## src/rtl/core/assert_macros.svh

```systemverilog
`ifndef ASSERT_MACROS_SVH
`define ASSERT_MACROS_SVH

// property checked at every rising edge, off while reset is asserted
`define ASSERT_AT(label, clk, rst_n, prop, msg) \
	label: assert property (@(posedge clk) disable iff (!rst_n) prop) else $error(msg);

// condition that must never be seen
`define ASSERT_NEVER(label, clk, rst_n, cond, msg) \
	`ASSERT_AT(label, clk, rst_n, !(cond), msg)

`endif

```

## src/rtl/core/bcr_pkg.sv

```systemverilog
`timescale 1ns / 1ps

package bcr_pkg;

	localparam int DEF_MAX_COLS   = 40;
	localparam int DEF_MAX_ROWS   = 8;
	localparam int CMD_FIFO_DEPTH = 2;

	localparam int LIM_W     = 7;
	localparam int LEN_W     = 10;
	localparam int RES_W     = 5;
	localparam int ROW_W     = 3;
	localparam int WROW_W    = 4;
	localparam int COL_W     = 6;
	localparam int CFG_W     = 6;
	localparam int CFG_IDX_W = 2;

	typedef enum logic [1:0] {
		DIR_LEFT  = 2'd0,
		DIR_RIGHT = 2'd1,
		DIR_UP    = 2'd2,
		DIR_DOWN  = 2'd3
	} dir_t;

	typedef enum logic [CFG_IDX_W-1:0] {
		REG_COLS   = 2'd0,
		REG_ROWS   = 2'd1,
		REG_CELL_W = 2'd2,
		REG_CELL_H = 2'd3
	} reg_idx_t;

	typedef struct packed {
		dir_t             dir;
		logic             horiz;
		logic             rev;
		logic [ROW_W-1:0] row;
		logic [COL_W-1:0] col;
		logic [LEN_W-1:0] len;
		logic [LEN_W-1:0] lvl_a;
		logic [LEN_W-1:0] lvl_b;
		logic [RES_W-1:0] res;
		logic [LIM_W-1:0] limit;
	} cmd_t;

	typedef struct packed {
		logic busy;
		logic step;
	} walk_status_t;

endpackage

```

## src/rtl/core/bcr_front.sv

```systemverilog
`timescale 1ns / 1ps

module bcr_front import bcr_pkg::*; #(
	parameter int MAX_COLS = DEF_MAX_COLS,
	parameter int MAX_ROWS = DEF_MAX_ROWS
) (
	input  logic             push,
	output logic             full,
	input  logic [1:0]       direction,
	input  logic [ROW_W-1:0] start_row,
	input  logic [COL_W-1:0] start_col,
	input  logic [LEN_W-1:0] full_length,
	input  logic [LEN_W-1:0] level_a,
	input  logic [LEN_W-1:0] level_b,
	input  logic [5:0]       cols_in_use,
	input  logic [3:0]       rows_in_use,
	input  logic [3:0]       cell_width,
	input  logic [4:0]       cell_height,
	input  logic             q_full,
	output logic             q_wr,
	output cmd_t             q_data
);

	logic [LIM_W-1:0] cols_lim;
	logic [LIM_W-1:0] rows_lim;
	logic [LIM_W-1:0] start_pos;
	logic             fixed_off;
	logic             drop;
	dir_t             dir;

	function automatic logic [LEN_W-1:0] clamp_level(
		input logic [LEN_W-1:0] lvl,
		input logic [LEN_W-1:0] len,
		input logic             rev
	);
		logic [LEN_W-1:0] lc;
		if (lvl == '0) begin
			lc = LEN_W'(1);
		end else if (lvl > len) begin
			lc = len;
		end else begin
			lc = lvl;
		end
		return rev ? len - lc : lc;
	endfunction

	always_comb begin
		dir = dir_t'(direction);
		cols_lim = ({1'b0, cols_in_use} > LIM_W'(MAX_COLS)) ? LIM_W'(MAX_COLS)
			: {1'b0, cols_in_use};
		rows_lim = ({3'b0, rows_in_use} > LIM_W'(MAX_ROWS)) ? LIM_W'(MAX_ROWS)
			: {3'b0, rows_in_use};

		q_data.dir   = dir;
		q_data.horiz = (dir == DIR_LEFT) || (dir == DIR_RIGHT);
		q_data.rev   = (dir == DIR_LEFT) || (dir == DIR_UP);
		q_data.row   = start_row;
		q_data.col   = start_col;
		q_data.len   = full_length;
		q_data.lvl_a = clamp_level(level_a, full_length, q_data.rev);
		q_data.lvl_b = clamp_level(level_b, full_length, q_data.rev);
		q_data.res   = q_data.horiz ? {1'b0, cell_width} : cell_height;
		q_data.limit = q_data.horiz ? cols_lim : rows_lim;

		start_pos = q_data.horiz ? {1'b0, start_col} : {4'b0, start_row};
		fixed_off = q_data.horiz ? ({4'b0, start_row} >= rows_lim)
			: ({1'b0, start_col} >= cols_lim);
		// commands that write no cell end here
		drop = (full_length == '0) || fixed_off || (start_pos >= q_data.limit);

		full = q_full;
		q_wr = push && !q_full && !drop;
	end

endmodule

```

## src/rtl/core/bcr_cmd_fifo.sv

```systemverilog
`timescale 1ns / 1ps

module bcr_cmd_fifo import bcr_pkg::*; #(
	parameter int DEPTH = CMD_FIFO_DEPTH
) (
	input  logic clk,
	input  logic arst_n,
	input  logic wr,
	input  cmd_t wr_data,
	output logic full,
	input  logic rd,
	output logic rd_valid,
	output cmd_t rd_data
);

	localparam int PTR_W = (DEPTH > 1) ? $clog2(DEPTH) : 1;
	localparam int CNT_W = $clog2(DEPTH + 1);

	cmd_t             mem_q [DEPTH];
	logic [PTR_W-1:0] wr_ptr_q;
	logic [PTR_W-1:0] rd_ptr_q;
	logic [CNT_W-1:0] count_q;
	logic             do_wr;
	logic             do_rd;

	function automatic logic [PTR_W-1:0] ptr_inc(input logic [PTR_W-1:0] p);
		return (p == PTR_W'(DEPTH - 1)) ? '0 : p + PTR_W'(1);
	endfunction

	assign full     = (count_q == CNT_W'(DEPTH));
	assign rd_valid = (count_q != '0);
	assign rd_data  = mem_q[rd_ptr_q];
	assign do_wr    = wr && !full;
	assign do_rd    = rd && rd_valid;

	always_ff @(posedge clk or negedge arst_n) begin
		if (!arst_n) begin
			wr_ptr_q <= '0;
			rd_ptr_q <= '0;
			count_q  <= '0;
		end else begin
			if (do_wr) begin
				wr_ptr_q <= ptr_inc(wr_ptr_q);
			end
			if (do_rd) begin
				rd_ptr_q <= ptr_inc(rd_ptr_q);
			end
			if (do_wr && !do_rd) begin
				count_q <= count_q + CNT_W'(1);
			end else if (do_rd && !do_wr) begin
				count_q <= count_q - CNT_W'(1);
			end
		end
	end

	always_ff @(posedge clk) begin
		if (do_wr) begin
			mem_q[wr_ptr_q] <= wr_data;
		end
	end

endmodule

```

## src/rtl/core/bcr_walker.sv

```systemverilog
`timescale 1ns / 1ps

module bcr_walker import bcr_pkg::*; (
	input  logic             clk,
	input  logic             arst_n,
	input  logic             cmd_valid,
	input  cmd_t             cmd,
	output logic             cmd_pop,
	output logic             empty,
	input  logic             pop,
	output logic [ROW_W-1:0] cell_row,
	output logic [COL_W-1:0] cell_col,
	output logic [1:0]       cell_direction,
	output logic [RES_W-1:0] fill_a,
	output logic [RES_W-1:0] fill_b,
	output logic             last_cell,
	output walk_status_t     status
);

	logic              busy_q;
	dir_t              dir_q;
	logic              horiz_q;
	logic              rev_q;
	logic [RES_W-1:0]  res_q;
	logic [LIM_W-1:0]  limit_q;
	logic [WROW_W-1:0] row_q;
	logic [COL_W-1:0]  col_q;
	logic [LEN_W-1:0]  rem_q;
	logic [LEN_W-1:0]  la_q;
	logic [LEN_W-1:0]  lb_q;

	logic              out_valid_q;
	logic [ROW_W-1:0]  out_row_q;
	logic [COL_W-1:0]  out_col_q;
	dir_t              out_dir_q;
	logic [RES_W-1:0]  out_fa_q;
	logic [RES_W-1:0]  out_fb_q;
	logic              out_last_q;

	logic                   advance;
	logic                   load;
	logic                   step;
	logic                   last;
	logic [LIM_W-1:0]       pos_nxt;
	logic [LEN_W+RES_W-1:0] take_a;
	logic [LEN_W+RES_W-1:0] take_b;

	// returns {level left, fill of this cell}
	function automatic logic [LEN_W+RES_W-1:0] take_fill(
		input logic [LEN_W-1:0] lvl,
		input logic [RES_W-1:0] res,
		input logic             rev
	);
		logic [LEN_W-1:0] left;
		logic [RES_W-1:0] fill;
		if (lvl >= LEN_W'(res)) begin
			left = lvl - LEN_W'(res);
			fill = rev ? '0 : res;
		end else begin
			left = '0;
			fill = rev ? res - lvl[RES_W-1:0] : lvl[RES_W-1:0];
		end
		return {left, fill};
	endfunction

	always_comb begin
		advance = !out_valid_q || pop;
		load    = !busy_q && cmd_valid;
		step    = busy_q && advance;
		cmd_pop = load;
		take_a  = take_fill(la_q, res_q, rev_q);
		take_b  = take_fill(lb_q, res_q, rev_q);
		pos_nxt = horiz_q ? {1'b0, col_q} + LIM_W'(1) : {3'b0, row_q} + LIM_W'(1);
		last    = (rem_q <= LEN_W'(res_q)) || (pos_nxt >= limit_q);
		status.busy = busy_q;
		status.step = step;
	end

	always_ff @(posedge clk or negedge arst_n) begin
		if (!arst_n) begin
			busy_q      <= 1'b0;
			out_valid_q <= 1'b0;
		end else begin
			if (load) begin
				busy_q <= 1'b1;
			end else if (step && last) begin
				busy_q <= 1'b0;
			end
			if (step) begin
				out_valid_q <= 1'b1;
			end else if (advance) begin
				out_valid_q <= 1'b0;
			end
		end
	end

	always_ff @(posedge clk) begin
		if (load) begin
			dir_q   <= cmd.dir;
			horiz_q <= cmd.horiz;
			rev_q   <= cmd.rev;
			res_q   <= cmd.res;
			limit_q <= cmd.limit;
			row_q   <= {1'b0, cmd.row};
			col_q   <= cmd.col;
			rem_q   <= cmd.len;
			la_q    <= cmd.lvl_a;
			lb_q    <= cmd.lvl_b;
		end else if (step) begin
			la_q  <= take_a[LEN_W+RES_W-1:RES_W];
			lb_q  <= take_b[LEN_W+RES_W-1:RES_W];
			rem_q <= rem_q - LEN_W'(res_q);
			if (horiz_q) begin
				col_q <= col_q + COL_W'(1);
			end else begin
				row_q <= row_q + WROW_W'(1);
			end
		end
		if (step) begin
			out_row_q  <= row_q[ROW_W-1:0];
			out_col_q  <= col_q;
			out_dir_q  <= dir_q;
			out_fa_q   <= take_a[RES_W-1:0];
			out_fb_q   <= take_b[RES_W-1:0];
			out_last_q <= last;
		end
	end

	assign empty          = !out_valid_q;
	assign cell_row       = out_row_q;
	assign cell_col       = out_col_q;
	assign cell_direction = out_dir_q;
	assign fill_a         = out_fa_q;
	assign fill_b         = out_fb_q;
	assign last_cell      = out_last_q;

endmodule

```

## src/rtl/core/bar_to_cell_rasterizer.sv

```systemverilog
`timescale 1ns / 1ps

// channel   signals                      direction  width
// command   push, full, 6 fields         in         2/3/6/10/10/10
// cell      empty, pop, 6 fields         out        3/6/2/5/5/1
// config    cfg_we, cfg_index, cfg_data  in         1/2/6
//
// a command is checked in the cycle it is pushed and waits in a two-entry queue
// the walker takes a queued command when idle, then writes one cell per cycle while
// the output is free, and takes no new command until its last cell is written
// pop low holds the output register and the walker; the queue fills to two items
// arst_n clears the queue, the walker and the output; registers return to 20/4/5/8

module bar_to_cell_rasterizer import bcr_pkg::*; #(
	parameter int MAX_COLS = DEF_MAX_COLS,
	parameter int MAX_ROWS = DEF_MAX_ROWS
) (
	input  logic                 clk,
	input  logic                 arst_n,
	input  logic                 push,
	output logic                 full,
	input  logic [1:0]           direction,
	input  logic [ROW_W-1:0]     start_row,
	input  logic [COL_W-1:0]     start_col,
	input  logic [LEN_W-1:0]     full_length,
	input  logic [LEN_W-1:0]     level_a,
	input  logic [LEN_W-1:0]     level_b,
	output logic                 empty,
	input  logic                 pop,
	output logic [ROW_W-1:0]     cell_row,
	output logic [COL_W-1:0]     cell_col,
	output logic [1:0]           cell_direction,
	output logic [RES_W-1:0]     fill_a,
	output logic [RES_W-1:0]     fill_b,
	output logic                 last_cell,
	input  logic                 cfg_we,
	input  logic [CFG_IDX_W-1:0] cfg_index,
	input  logic [CFG_W-1:0]     cfg_data
);

`include "assert_macros.svh"

	logic [5:0]   cols_in_use_q;
	logic [3:0]   rows_in_use_q;
	logic [3:0]   cell_width_q;
	logic [4:0]   cell_height_q;

	logic         q_wr;
	logic         q_full;
	cmd_t         q_wr_data;
	logic         q_rd;
	logic         q_valid;
	cmd_t         q_rd_data;
	walk_status_t walk_status;

	always_ff @(posedge clk or negedge arst_n) begin
		if (!arst_n) begin
			cols_in_use_q <= 6'd20;
			rows_in_use_q <= 4'd4;
			cell_width_q  <= 4'd5;
			cell_height_q <= 5'd8;
		end else if (cfg_we) begin
			unique case (reg_idx_t'(cfg_index))
				REG_COLS:   cols_in_use_q <= cfg_data[5:0];
				REG_ROWS:   rows_in_use_q <= cfg_data[3:0];
				REG_CELL_W: cell_width_q  <= cfg_data[3:0];
				REG_CELL_H: cell_height_q <= cfg_data[4:0];
			endcase
		end
	end

	bcr_front #(
		.MAX_COLS (MAX_COLS),
		.MAX_ROWS (MAX_ROWS)
	) u_front (
		.push        (push),
		.full        (full),
		.direction   (direction),
		.start_row   (start_row),
		.start_col   (start_col),
		.full_length (full_length),
		.level_a     (level_a),
		.level_b     (level_b),
		.cols_in_use (cols_in_use_q),
		.rows_in_use (rows_in_use_q),
		.cell_width  (cell_width_q),
		.cell_height (cell_height_q),
		.q_full      (q_full),
		.q_wr        (q_wr),
		.q_data      (q_wr_data)
	);

	bcr_cmd_fifo #(
		.DEPTH (CMD_FIFO_DEPTH)
	) u_cmd_fifo (
		.clk      (clk),
		.arst_n   (arst_n),
		.wr       (q_wr),
		.wr_data  (q_wr_data),
		.full     (q_full),
		.rd       (q_rd),
		.rd_valid (q_valid),
		.rd_data  (q_rd_data)
	);

	bcr_walker u_walker (
		.clk            (clk),
		.arst_n         (arst_n),
		.cmd_valid      (q_valid),
		.cmd            (q_rd_data),
		.cmd_pop        (q_rd),
		.empty          (empty),
		.pop            (pop),
		.cell_row       (cell_row),
		.cell_col       (cell_col),
		.cell_direction (cell_direction),
		.fill_a         (fill_a),
		.fill_b         (fill_b),
		.last_cell      (last_cell),
		.status         (walk_status)
	);

	`ASSERT_NEVER(a_no_write_when_full, clk, arst_n, q_wr && q_full, "command written into full queue")
	`ASSERT_AT(a_idle_walker_loads, clk, arst_n, (!walk_status.busy && q_valid) |=> walk_status.busy, "idle walker left a queued command")
	`ASSERT_AT(a_step_gives_cell, clk, arst_n, walk_status.step |=> !empty, "walker step produced no cell")
	`ASSERT_NEVER(a_pop_only_when_idle, clk, arst_n, q_rd && walk_status.busy, "queue popped while walking")

endmodule
```

## config.mk

```make
export PLATFORM = sky130hd
export DESIGN_NAME = bar_to_cell_rasterizer
export DESIGN_NICKNAME = d
export VERILOG_FILES = /design/src/rtl/core/bcr_pkg.sv /design/src/rtl/core/bcr_front.sv /design/src/rtl/core/bcr_cmd_fifo.sv /design/src/rtl/core/bcr_walker.sv /design/src/rtl/core/bar_to_cell_rasterizer.sv
export VERILOG_INCLUDE_DIRS = /design/src /design/src/rtl/core
export SDC_FILE = /design/constraint.sdc
export NUM_CORES = 1
export LEC_CHECK = 0
export BUFFER_PORTS_ARGS = -buffer_cell sky130_fd_sc_hd__buf_2
export CORE_UTILIZATION = 61
export CTS_BUF_LIST = sky130_fd_sc_hd__clkbuf_16
export CTS_CLUSTER_SIZE = 16
export DETAILED_ROUTE_END_ITERATION = 7
export PLACE_DENSITY_LB_ADDON = 0.08
export RECOVER_POWER = 25
export SLEW_MARGIN = 20
export SYNTH_ARGS = -nofsm -noshare
export SYNTH_HDL_FRONTEND = slang
export SYNTH_SLANG_ARGS = --single-unit
```

## constraint.sdc

```tcl
create_clock -name clk -period 8.96 [get_ports clk]
set_input_delay 0.896 -clock clk [delete_from_list [all_inputs] [get_ports clk]]
set_output_delay 0.896 -clock clk [all_outputs]
set_load 0.01 [all_outputs]
```

==> summary.md, run 1 <==
| Metric | Value |
|---|---|
| Seq/Total Area, Yosys | `52.9%` |
| Min-delay src | `u_walker.dir_q[1]$_DFFE_PP_` |
| # IOs | `78` |
| Number of enable flip-flop cells after synthesis | `184` |
| Die W | `140 µm` |
| DRT Pass-1 Iters | `5` |
| CTS tree | `yes` |
| DR iter-0 viols | `652` |
| Number of synthesized register bits | `210` |
| Clk slew on worst S/H paths | `0.06 ns` |
| Final Hold Viols | `0` |
| Slack of the critical path | `3.94 ns` |
| CTS buffer count | `22` |
| Peak VDD IR | `0.162 mV` |
| Reg2reg start | `cols_in_use_q[2]$_DFFE_PN1P_` |
| R2r endpoint | `u_cmd_fifo.mem_q[0][22]$_DFFE_PP_` |
| Worst skew pair latency | `0.51 ns` |
| Slew Limit Headroom | `5.74%` |
| H-tree depth | `1` |
| DPL Wire Length | `17,100 µm` |
| GRT overflow | `0` |
| Setup tns final | `0 ns` |
| ANT nets after route | `0` |
| Hold Crit Class | `reg -> reg` |
| Die Y | `140 µm` |
| Worst Hold Path Cells | `0` |
| Crit. End Element | `register` |
| WL/cell | `18.5 µm` |
| Endpoint of the worst hold path | `u_walker.cell_direction[1]$_DFFE_PP_` |
| # rows | `50` |
| Mapped cell area | `11,700 µm²` |
| TritonCTS Sinks | `210` |
| Clock Skews | `0.0145 ns` |
| CTS Root Cell | `clkbuf_16` |
| Final instance area | `12,900 µm²` |
| Layout cells sized above 1 | `15.0%` |
| GP Congestion | `0.861` |
| Crit path DAT | `5.27 ns` |
| IO Port Bufs | `77` |
| R2R setup slack | `4.89 ns` |
| Largest net degree at the start of global routing | `71` |
| Post-Synthesis Cells | `974` |
| Starting Density | `62.4%` |
| Nets | `1,192` |
| Top_reg_cell synth | `edfxtp_1` |
| Final Routed Wirelength | `24,000 µm` |
| Placed Area | `12,300 µm²` |
| First-pass GRT wire length | `38,200 µm` |
| Post-CTS setup buffer count | `0` |
| Crit-path max FO | `14` |
| Syn. warnings | `0` |
| Static leakage | `5.18 nW` |
| Finish-stage setup viols | `0` |
| Core area | `18,700 µm²` |
| Remaining DRCs | `0` |
| Pwr dens | `301 nW/µm²` |
| Post-Syn Nets | `1,120` |
| Initial antenna violation count | `0` |
| DP Worst Slack | `3.65 ns` |
| Total power | `0.00389 W` |
| Via-to-Cell Ratio | `5.88` |
| Final hold slack | `0.419 ns` |
| WP data required | `9.21 ns` |
| Startpoint class of the critical path | `input pin` |
| CTS Hold Bufs | `0` |
| Number of diodes | `0` |
| Max-slew violations | `0` |
| Max Clk Rate | `0.199 GHz` |
| Total track usage | `25.0%` |
| RSZ-0062 raised after global routing | `false` |
| Final min period | `5.02 ns` |
| Asr flop ratio synth | `11.9%` |
| R2R cell count | `12` |
| Status | `completed` |
| Clk buf depth | `3` |
| Area Overhead vs Synth | `10.9%` |
| Vias in the first global route | `7,222` |
| Number of fillers in the final layout | `1,368` |
| DR vias | `7,624` |
| Max Cap Violations | `0` |
| Netlist cell types | `64` |
| Post-route clock period utilization | `56.0%` |
| Slew @ Worst Pin | `1.41 ns` |
| CP Class | `in -> reg` |
| DIE AREA | `19,700 µm²` |
| Post-CTS sizing | `0` |
| Post-Syn Area per Cell | `12.0 µm²` |
==> metal layers <==
layer | part of all wire, % | GRT usage, % | routed length (µm) | vias up
met3 | 5.3 | 3.49 | 1270 | 19
li1 | - | - | - | 3741
met1 | 47 | 36.8 | 11300 | 3672
met5 | 0 | 0 | 0 | -
met2 | 47 | 40.2 | 11200 | 192
met4 | 0.79 | 4.05 | 189 | 0
==> final cells by class <==
type,instances,area (µm²),area share [%]
clock buffers,23,576,4.45
clock inverters,17,134,1.03
inverters,63,236,1.83
multi-input cells,666,5120,39.6
flip-flops and latches,210,6180,47.7
well taps,234,293,2.26
repair buffers,83,400,3.09
==> registers in the layout, indices dropped and copies added (netlist names), 3 cells and up <==
register,cells
rows_in_use_q,4
u_walker.la_q,10
u_walker.lb_q,10
u_walker.row_q,4
u_walker.col_q,6
cols_in_use_q,6
u_walker.cell_col,6
u_cmd_fifo.mem_q,108
cell_width_q,4
u_walker.rem_q,10
u_walker.fill_b,5
u_walker.cell_row,3
cell_height_q,5
u_walker.fill_a,5
u_walker.res_q,5
u_walker.limit_q,6
==> cells in the mapped netlist (7+ instances only) <==
library cell,instances,area (µm²)
nor3_1,13,65.1
a211oi_1,23,173
clkbuf_1,23,86.3
nor2_1,49,184
xnor2_1,31,272
o22ai_1,14,87.6
nor2b_1,30,188
edfxtp_1,184,5530
nor4_1,7,43.8
nand3_1,23,115
o21ai_0,41,205
nand2_1,41,154
ha_1,85,1060
or2_1,8,50.1
inv_1,63,236
dfrtp_1,19,475
mux2i_1,51,510
o21a_1,12,90.1
mux2_2,43,484
a21oi_1,57,285
a21o_1,16,120
fa_1,7,140
nand2b_1,19,119
xor2_1,14,123
==> per-stage QoR <==
stage          cells  utilization (%)
6_report        1296             69.2
3_3_place_gp    1256             65.6
2_1_floorplan    974                -
3_5_place_dp    1256             65.6
5_1_grt         1296             69.2
4_1_cts         1296             69.4
==> logic make-up (layout without fill, tap and decap cells) <==
kind of cell	Yosys count	in the layout	share of synthesized area [%]
AOI/OAI and AO/OA	198	198	10.7
xor gates and xnor gates	45	45	3.38
adders and majority gates	92	92	10.3
buffers and inverters	98	186	3.33
DFF	210	210	52.9
muxes	94	94	8.52
and+or+nand+nor	237	237	10.8
==> critical path: stages <==
cell	delay, ns
clkbuf_1	0.36
inv_1	0.15
ha_1	0.33
nand4_1	0.17
a211oi_1	0.22
a2111oi_1	0.10
a31oi_2	0.74
mux2i_1	0.15
or2_1	0.26
ha_1	0.34
o21ai_0	0.19
a21oi_1	0.11
o21ai_0	0.32
o21a_1	0.26
nor4bb_1	0.32
nor3_1	0.08
o221a_2	0.26
==> how the worst max path moves through the flow <==
| stage | startpoint | to | slack [ns] |
|---|---|---|---|
| after floorplan | direction[1] | u_cmd_fifo.mem_q[0][0]$_DFFE_PP_ | 2.00 |
| after global placement | full_length[9] | u_cmd_fifo.mem_q[0][21]$_DFFE_PP_ | 3.83 |
| after detailed placement | full_length[9] | u_cmd_fifo.mem_q[1][21]$_DFFE_PP_ | 3.65 |
| after CTS | full_length[9] | u_cmd_fifo.mem_q[1][21]$_DFFE_PP_ | 4.16 |
| after global routing | full_length[9] | u_cmd_fifo.mem_q[1][21]$_DFFE_PP_ | 3.50 |
| final | full_length[7] | u_cmd_fifo.mem_q[1][21]$_DFFE_PP_ | 3.94 |
==> power by group <==
group          total [W]  internal, W  switching (W)
registers        0.00158      0.00143       0.000145
clock network   0.000888     0.000522       0.000366
logic            0.00143     0.000617       0.000809
==> layout by cell type, fill, tap and decap left out, types with 6 or more instances in the layout <==
cell type,count
fa_1,7
or4_1,6
a21o_1,16
or2_1,8
clkbuf_1,24
a211oi_1,23
inv_1,69
buf_2,53
a21boi_0,6
nand2b_1,19
edfxtp_1,184
buf_4,6
nor2b_1,30
ha_1,85
mux2i_1,51
xor2_1,14
or2_2,6
nor2_1,49
o21ai_0,41
mux2_2,40
xnor2_1,31
o21a_1,12
nor3_1,12
a21oi_1,57
nand3_1,23
clkbuf_16,23
nand2_1,41
dfrtp_1,18
o22ai_1,14
dfstp_2,6
Note: power is estimated with default switching activity, not from simulation.
==> run 2, diff against run 1 <==
- CORE_UTILIZATION: 61 -> 55
- clock period: 8.96 -> 4.6 ns (I/O delays scaled with it)
==> run 2 against run 1 <==
  * Global-route usage is 2.1 points lower
  * Largest power group unchanged
  * Core utilization is 5.2 points lower
  * Sequential cell count stayed put
  * Setup slack worse by 3.4 ns
  * Hold slack worse by 0.24 ns
  * Register-to-register slack worse by 4.2 ns
  * Sequential share of layout area is 0.66 points lower
  * Critical path type unchanged
  * Clock-buffer cell count stayed put
  * Via count is 0.46% lower
  * Clock skew is 0.016 ns higher
  * Critical path depth stayed put
==> summary.md, run 2 (synthesis results as in run 1) <==
| Metric | Value |
|---|---|
| Status | `completed` |
| Cell total after placement | `1,311 (+4.4%)` |
| Post-CTS setup buffer count | `0 (unchanged)` |
| CP max stage delay | `0.53 ns (-0.21 ns)` |
| Layout cells sized above 1 | `15.5% (+0.53 points)` |
| Die Y | `148 µm (+5.2%)` |
| Core area | `20,500 µm² (+9.6%)` |
| Worst Hold Path Cells | `3 (+3)` |
| WP buf/inv | `2 (unchanged)` |
| Finished Layout Cells | `1,354 (+4.5%)` |
| Clk slew on worst S/H paths | `0.06 ns (about the same)` |
| Peak VDD IR | `0.371 mV (+130%)` |
| Via-to-Cell Ratio | `5.60 (-4.7%)` |
| # rows | `52 (+4.0%)` |
| DR vias | `7,589 (-0.46%)` |
| First-pass GRT wire length | `39,000 µm (+2.1%)` |
| Flip-flop count of the largest register after layout | `108 (unchanged)` |
| Remaining DRCs | `0 (unchanged)` |
| IO Port Bufs | `77 (unchanged)` |
| Worst skew pair latency | `0.51 ns (about the same)` |
| CP Depth | `17 (unchanged)` |
| Pwr dens | `579 nW/µm² (+92%)` |
| Nets | `1,213 (+1.8%)` |
| Startpoint class of the critical path | `input pin` |
| Finish-stage setup viols | `0 (unchanged)` |
| DR iter-0 viols | `475 (-27%)` |
| Crit-path max FO | `10 (-4)` |
| H-tree depth | `1 (unchanged)` |
| Area Overhead vs Synth | `12.4%` |
| Largest Register | `u_cmd_fifo.mem_q` |
| Static leakage | `5.25 nW (+1.5%)` |
| Slew Limit Headroom | `1.64% (-4.1 points)` |
| Slew @ Worst Pin | `1.48 ns (+0.0615 ns)` |
| Max Cap Violations | `0 (unchanged)` |
| Worst-path cell chain | `buf_2, inv_1, ha_1, nand4_1, a211oi_1, a2111oi_1, a31oi_2, mux2i_1, or2_1, ha_1, a21oi_1, nand2_1, o21ai_0, o21a_1, nor4bb_1, nor3_1, o221a_2` |
| Vias in the first global route | `7,234 (+0.17%)` |
| Sw Ratio | `33.8% (-0.14 points)` |
| DIE AREA | `21,800 µm² (+11%)` |
| Switching power | `0.00256 W (+94%)` |
| Hold Crit Class | `in -> reg` |
| Starting Density | `57.0% (-5.4 points)` |
| Final instance area | `13,100 µm² (+1.4%)` |
| Post-route clock period utilization | `87.5%` |
| Max Clk Rate | `0.248 GHz` |
| CTS Hold Bufs | `1 (+1)` |
| Placed Area | `12,500 µm² (+1.6%)` |
| TritonCTS Sinks | `210 (unchanged)` |
| Number of fillers in the final layout | `1,632 (+19%)` |
| Crit path max-delay family | `compound AO/OA/AOI/OAI gates` |
| Sequential Power Share | `41.4% (+0.9 points)` |
| Number of diodes | `0 (unchanged)` |
| R2R setup slack | `0.72 ns (-4.17 ns)` |
| Total power | `0.00759 W (+95%)` |
| RSZ-0062 raised after global routing | `false` |
| CTS tree | `yes` |
| Final Routed Wirelength | `24,300 µm (+1.1%)` |
| CTS buffer count | `23 (+4.5%)` |
| Total track usage | `22.9% (-2.1 points)` |
| Crit. End Element | `register` |
| Most frequent cells in the layout | `edfxtp_1, ha_1, inv_1` |
| DRT Pass-1 Iters | `5 (unchanged)` |
| Final min period | `4.03 ns` |
| Slowest CP cell | `a31oi_2` |
| WL/cell | `17.9 µm (-3.3%)` |
| Setup tns final | `0 ns (unchanged)` |
| GP Congestion | `0.841 (-2.3%)` |
| R2R cell count | `13 (+1)` |
| ANT nets after route | `0 (unchanged)` |
| Die W | `148 µm (+5.2%)` |
| WP data required | `4.85 ns (-4.36 ns)` |
| Crit path DAT | `4.28 ns (-0.99 ns)` |
| Post-CTS sizing | `0 (unchanged)` |
| Comb pwr share | `35.9% (-0.7 points)` |
| GRT overflow | `0 (unchanged)` |
| Internal power | `0.00503 W (+95%)` |
| Max-slew violations | `0 (unchanged)` |
| DPL Wire Length | `17,600 µm (+2.9%)` |
| Clk buf depth | `3 (unchanged)` |
| Commonest non-fill, non-tap cell in the layout | `edfxtp_1` |
| Clock Skews | `0.0305 ns (+0.0160 ns)` |
| Clk pwr share | `22.7% (about the same)` |
| # IOs | `78 (unchanged)` |
| Most used cell along the critical path | `ha_1` |
| CTS Root Cell | `clkbuf_16` |
| Initial antenna violation count | `0 (unchanged)` |
| Final Hold Viols | `0 (unchanged)` |
| CP Class | `in -> reg` |
| Largest net degree at the start of global routing | `45 (-37%)` |
==> run 2: cell count changes in the layout (fill, tap and decap cells not counted), sizes merged <==
cell,change
dlygate4sd3,+1
clkinv,+4
clkbuf,+2
inv,-2
buf,+17
==> run 2: layer usage <==
metal / GRT usage, % / up-vias / share of wire [%]
li1: - / 3790 / -
met3: 2.65 / 26 / 5.0
met5: 0 / - / 0
met2: 34.5 / 193 / 44
met1: 35.3 / 3580 / 50
met4: 5.36 / 0 / 1.4
==> run 2: per-stage QoR <==
stage	util [%]	hold slack (ns)	worst slack, ns
finish	64.0	0.182	0.575
global route	64.0	0.196	0.263
CTS	64.3	0.170	0.642
detailed placement	60.8	0.405	0.133
global placement	60.8	0.404	0.247
floorplan	-	0.164	0.330
==> run 2: worst paths after layout <==
path | start | endpoint
min in group asynchronous | arst_n | u_walker.out_valid_q$_DFFE_PN0P_
setup reg to reg | cols_in_use_q[2]$_DFFE_PN1P_ | u_cmd_fifo.mem_q[1][46]$_DFFE_PP_
hold reg to reg | u_walker.dir_q[0]$_DFFE_PP_ | u_walker.cell_direction[0]$_DFFE_PP_
setup / recovery | full_length[9] | u_cmd_fifo.mem_q[1][21]$_DFFE_PP_
max in group asynchronous | arst_n | u_cmd_fifo.rd_ptr_q$_DFFE_PN0P_
hold / removal | cfg_data[5] | cols_in_use_q[5]$_DFFE_PN0P_
==> run 2: layout make-up <==
| type | count | area [µm²] | share of cell area (%) |
|---|---|---|---|
| clock buffer | 23 | 576 | 4.39 |
| clock inverter | 19 | 135 | 1.03 |
| inverter | 63 | 236 | 1.80 |
| multi-input combinational | 666 | 5120 | 39.0 |
| sequential | 210 | 6180 | 47.1 |
| tap | 270 | 338 | 2.57 |
| timing repair buffer | 103 | 541 | 4.12 |
==> run 2: power by group through the flow <==
| stage | clock, W | sequential (W) | combinational [W] |
|---|---|---|---|
| floorplan | 0 | 0.00306 | 0.00210 |
| global placement | 0 | 0.00316 | 0.00269 |
| detailed placement | 0 | 0.00318 | 0.00272 |
| CTS | 0.00176 | 0.00315 | 0.00274 |
| global route | 0.00183 | 0.00321 | 0.00306 |
| finish | 0.00173 | 0.00314 | 0.00272 |
==> run 2: worst min-delay path, cell delays in order <==
cell and delay (ns):
buf_2 0.08, nand2_1 0.05, o21ai_0 0.06
==> run 3, diff against run 2 <==
- CORE_MARGIN: default -> 5
==> run 3 against run 2 <==
  * The flow now finishes with violations (capacitance limit, slew limit)
  * Final cell count barely moved
  * First-iteration DRC count is 15% lower
  * Clock skew shrank 0.0030 ns
  * Critical endpoint is now u_cmd_fifo.mem_q[0][21]$_DFFE_PP_
==> summary.md, run 3 (synthesis results as in run 1) <==
| Metric | Value |
|---|---|
| Post-route clock period utilization | `89.7% (+2.2 points)` |
| Nets | `1,208 (-0.41%)` |
| DIE AREA | `24,200 µm² (+11%)` |
| Post-CTS setup buffer count | `0 (unchanged)` |
| RSZ-0062 raised after global routing | `false` |
| Largest net degree at the start of global routing | `45 (unchanged)` |
| Status | `complete, but fails checks` |
| WP buf/inv | `2 (unchanged)` |
| Pwr dens | `585 nW/µm² (+1.1%)` |
| CTS buffer count | `23 (unchanged)` |
| Hold Crit Class | `in -> reg` |
| Vias in the first global route | `7,307 (+1.0%)` |
| R2R cell count | `13 (unchanged)` |
| DR vias | `7,589 (unchanged)` |
| # IOs | `78 (unchanged)` |
| Flip-flop count of the largest register after layout | `108 (unchanged)` |
| Crit. End Element | `register` |
| Clk buf depth | `3 (unchanged)` |
| Slew Limit Headroom | `-0.981% (-2.6 points)` |
| CP max stage delay | `0.52 ns (about the same)` |
| Core area | `21,000 µm² (+2.2%)` |
| Finish-stage setup viols | `0 (unchanged)` |
| Number of diodes | `0 (unchanged)` |
| Reg2reg start | `cols_in_use_q[2]$_DFFE_PN1P_` |
| Failing checks | `capacitance limit, slew limit` |
| Remaining DRCs | `0 (unchanged)` |
| Final min period | `4.13 ns (+0.100 ns)` |
| R2R setup slack | `0.63 ns (-0.09 ns)` |
| DR iter-0 viols | `405 (-15%)` |
| GRT overflow | `0 (unchanged)` |
| Total track usage | `20.1% (-2.8 points)` |
| Post-CTS sizing | `0 (unchanged)` |
| Via-to-Cell Ratio | `5.61 (about the same)` |
| Final Routed Wirelength | `23,900 µm (-1.6%)` |
| Slowest CP cell | `a2111oi_1` |
| Die W | `156 µm (+5.4%)` |
| Final Hold Viols | `0 (unchanged)` |
| Area Overhead vs Synth | `12.8%` |
| Number of fillers in the final layout | `1,731 (+6.1%)` |
| Max Clk Rate | `0.242 GHz (-2.4%)` |
| Setup tns final | `0 ns (unchanged)` |
| Static leakage | `5.26 nW (+0.11%)` |
| Commonest non-fill, non-tap cell in the layout | `edfxtp_1` |
| Starting Density | `55.7% (-1.3 points)` |
| R2r endpoint | `u_cmd_fifo.mem_q[1][29]$_DFFE_PP_` |
| Crit path DAT | `4.39 ns (+0.11 ns)` |
| CP Class | `in -> reg` |
| WP data required | `4.87 ns (+0.02 ns)` |
| Final core occ | `62.8% (-1.2 points)` |
| Crit-path max FO | `8 (-2)` |
| DRT Pass-1 Iters | `5 (unchanged)` |
| Cell total after placement | `1,311 (unchanged)` |
| Startpoint class of the critical path | `input pin` |
| GP Congestion | `0.899 (+6.9%)` |
| Crit path max-delay family | `compound AO/OA/AOI/OAI gates` |
| CTS Root Cell | `clkbuf_16` |
| Clock Skews | `0.0275 ns (-0.00302 ns)` |
| Max-slew violations | `26 (+26)` |
| Total power | `0.00770 W (+1.4%)` |
| Max Cap Violations | `1 (+1)` |
| ANT nets after route | `0 (unchanged)` |
| Die Y | `156 µm (+5.4%)` |
| DPL Wire Length | `17,400 µm (-1.5%)` |
| Largest Register | `u_cmd_fifo.mem_q` |
| IO Port Bufs | `77 (unchanged)` |
| # rows | `53 (+1.9%)` |
| CP Depth | `17 (unchanged)` |
| H-tree depth | `1 (unchanged)` |
| Initial antenna violation count | `0 (unchanged)` |
| Finished Layout Cells | `1,353 (-0.074%)` |
| Worst Setup SP | `full_length[3]` |
| Worst-path cell chain | `clkbuf_1, inv_1, ha_1, a21oi_1, o21ai_1, a2111oi_1, a31oi_2, mux2i_1, or2_1, ha_1, o21ai_0, a21oi_1, o21ai_0, o21a_1, nor4bb_1, nor3_1, o221a_2` |
| Layout cells sized above 1 | `15.3% (-0.19 points)` |
| First-pass GRT wire length | `39,000 µm (-0.14%)` |
| WL/cell | `17.7 µm (-1.5%)` |
| Most frequent cells in the layout | `edfxtp_1, ha_1, inv_1` |
| Worst skew pair latency | `0.52 ns (about the same)` |
| Peak VDD IR | `0.248 mV (-33%)` |
| TritonCTS Sinks | `210 (unchanged)` |
| Worst Setup EP | `u_cmd_fifo.mem_q[0][21]$_DFFE_PP_` |
| CTS tree | `yes` |
| Clk slew on worst S/H paths | `0.06 ns (about the same)` |
| Slew @ Worst Pin | `1.51 ns (+0.0393 ns)` |
-- run 3: report_power, final --
group / internal, W / leakage (nW) / switching [W] / total, W
clock network: 0.00114 / 0.392 / 0.000730 / 0.00187
logic: 0.00122 / 2.86 / 0.00149 / 0.00270
registers: 0.00279 / 2.01 / 0.000342 / 0.00313
total: 0.00514 / 5.26 / 0.00256 / 0.00770
-- run 3: worst min path at each step --
stage | start | to | slack [ns] | cells past startpoint
2_1_floorplan | arst_n | cell_height_q[0]$_DFFE_PN0P_ | 0.16 | 0
3_3_place_gp | u_walker.dir_q[1]$_DFFE_PP_ | u_walker.cell_direction[1]$_DFFE_PP_ | 0.40 | 0
3_5_place_dp | u_walker.dir_q[1]$_DFFE_PP_ | u_walker.cell_direction[1]$_DFFE_PP_ | 0.41 | 0
4_1_cts | cfg_data[5] | cols_in_use_q[5]$_DFFE_PN0P_ | 0.12 | 3
5_1_grt | cfg_data[5] | cols_in_use_q[5]$_DFFE_PN0P_ | 0.18 | 3
6_report | cfg_data[5] | cols_in_use_q[5]$_DFFE_PN0P_ | 0.14 | 3
-- run 3: what timing repair did --
item	4_1_cts	5_1_grt
hold endpoints to repair	19	0
endpoints found under the setup margin	0	0
hold buffers	1	0
-- run 3: metrics by stage --
stage	setup WS, ns	cell area (µm²)	hold slack [ns]
2_1_floorplan	0.330	11700	0.164
3_3_place_gp	0.232	12400	0.403
3_5_place_dp	0.0882	12400	0.405
4_1_cts	0.612	13200	0.122
5_1_grt	0.153	13200	0.181
6_report	0.474	13200	0.144
-- run 3: tightest hold or removal path: stages --
cell     delay, ns
buf_2         0.07
nand2_1       0.04
o21ai_0       0.06
-- run 3: routing by layer --
| metal | part of all wire (%) | GRT usage [%] | vias up |
|---|---|---|---|
| li1 | - | - | 3778 |
| met1 | 50 | 31.5 | 3602 |
| met2 | 44 | 30.3 | 180 |
| met3 | 5.1 | 2.50 | 29 |
| met4 | 1.2 | 3.92 | 0 |
| met5 | 0 | 0 | - |
-- run 3: layout make-up --
cell class / count / area (µm²) / share of cell area (%)
Sequential cell: 210 / 6180 / 46.9
Multi-Input combinational cell: 666 / 5120 / 38.9
Clock buffer: 23 / 576 / 4.37
Timing Repair Buffer: 98 / 513 / 3.90
Tap cell: 275 / 344 / 2.61
Inverter: 63 / 236 / 1.80
Clock inverter: 18 / 195 / 1.48
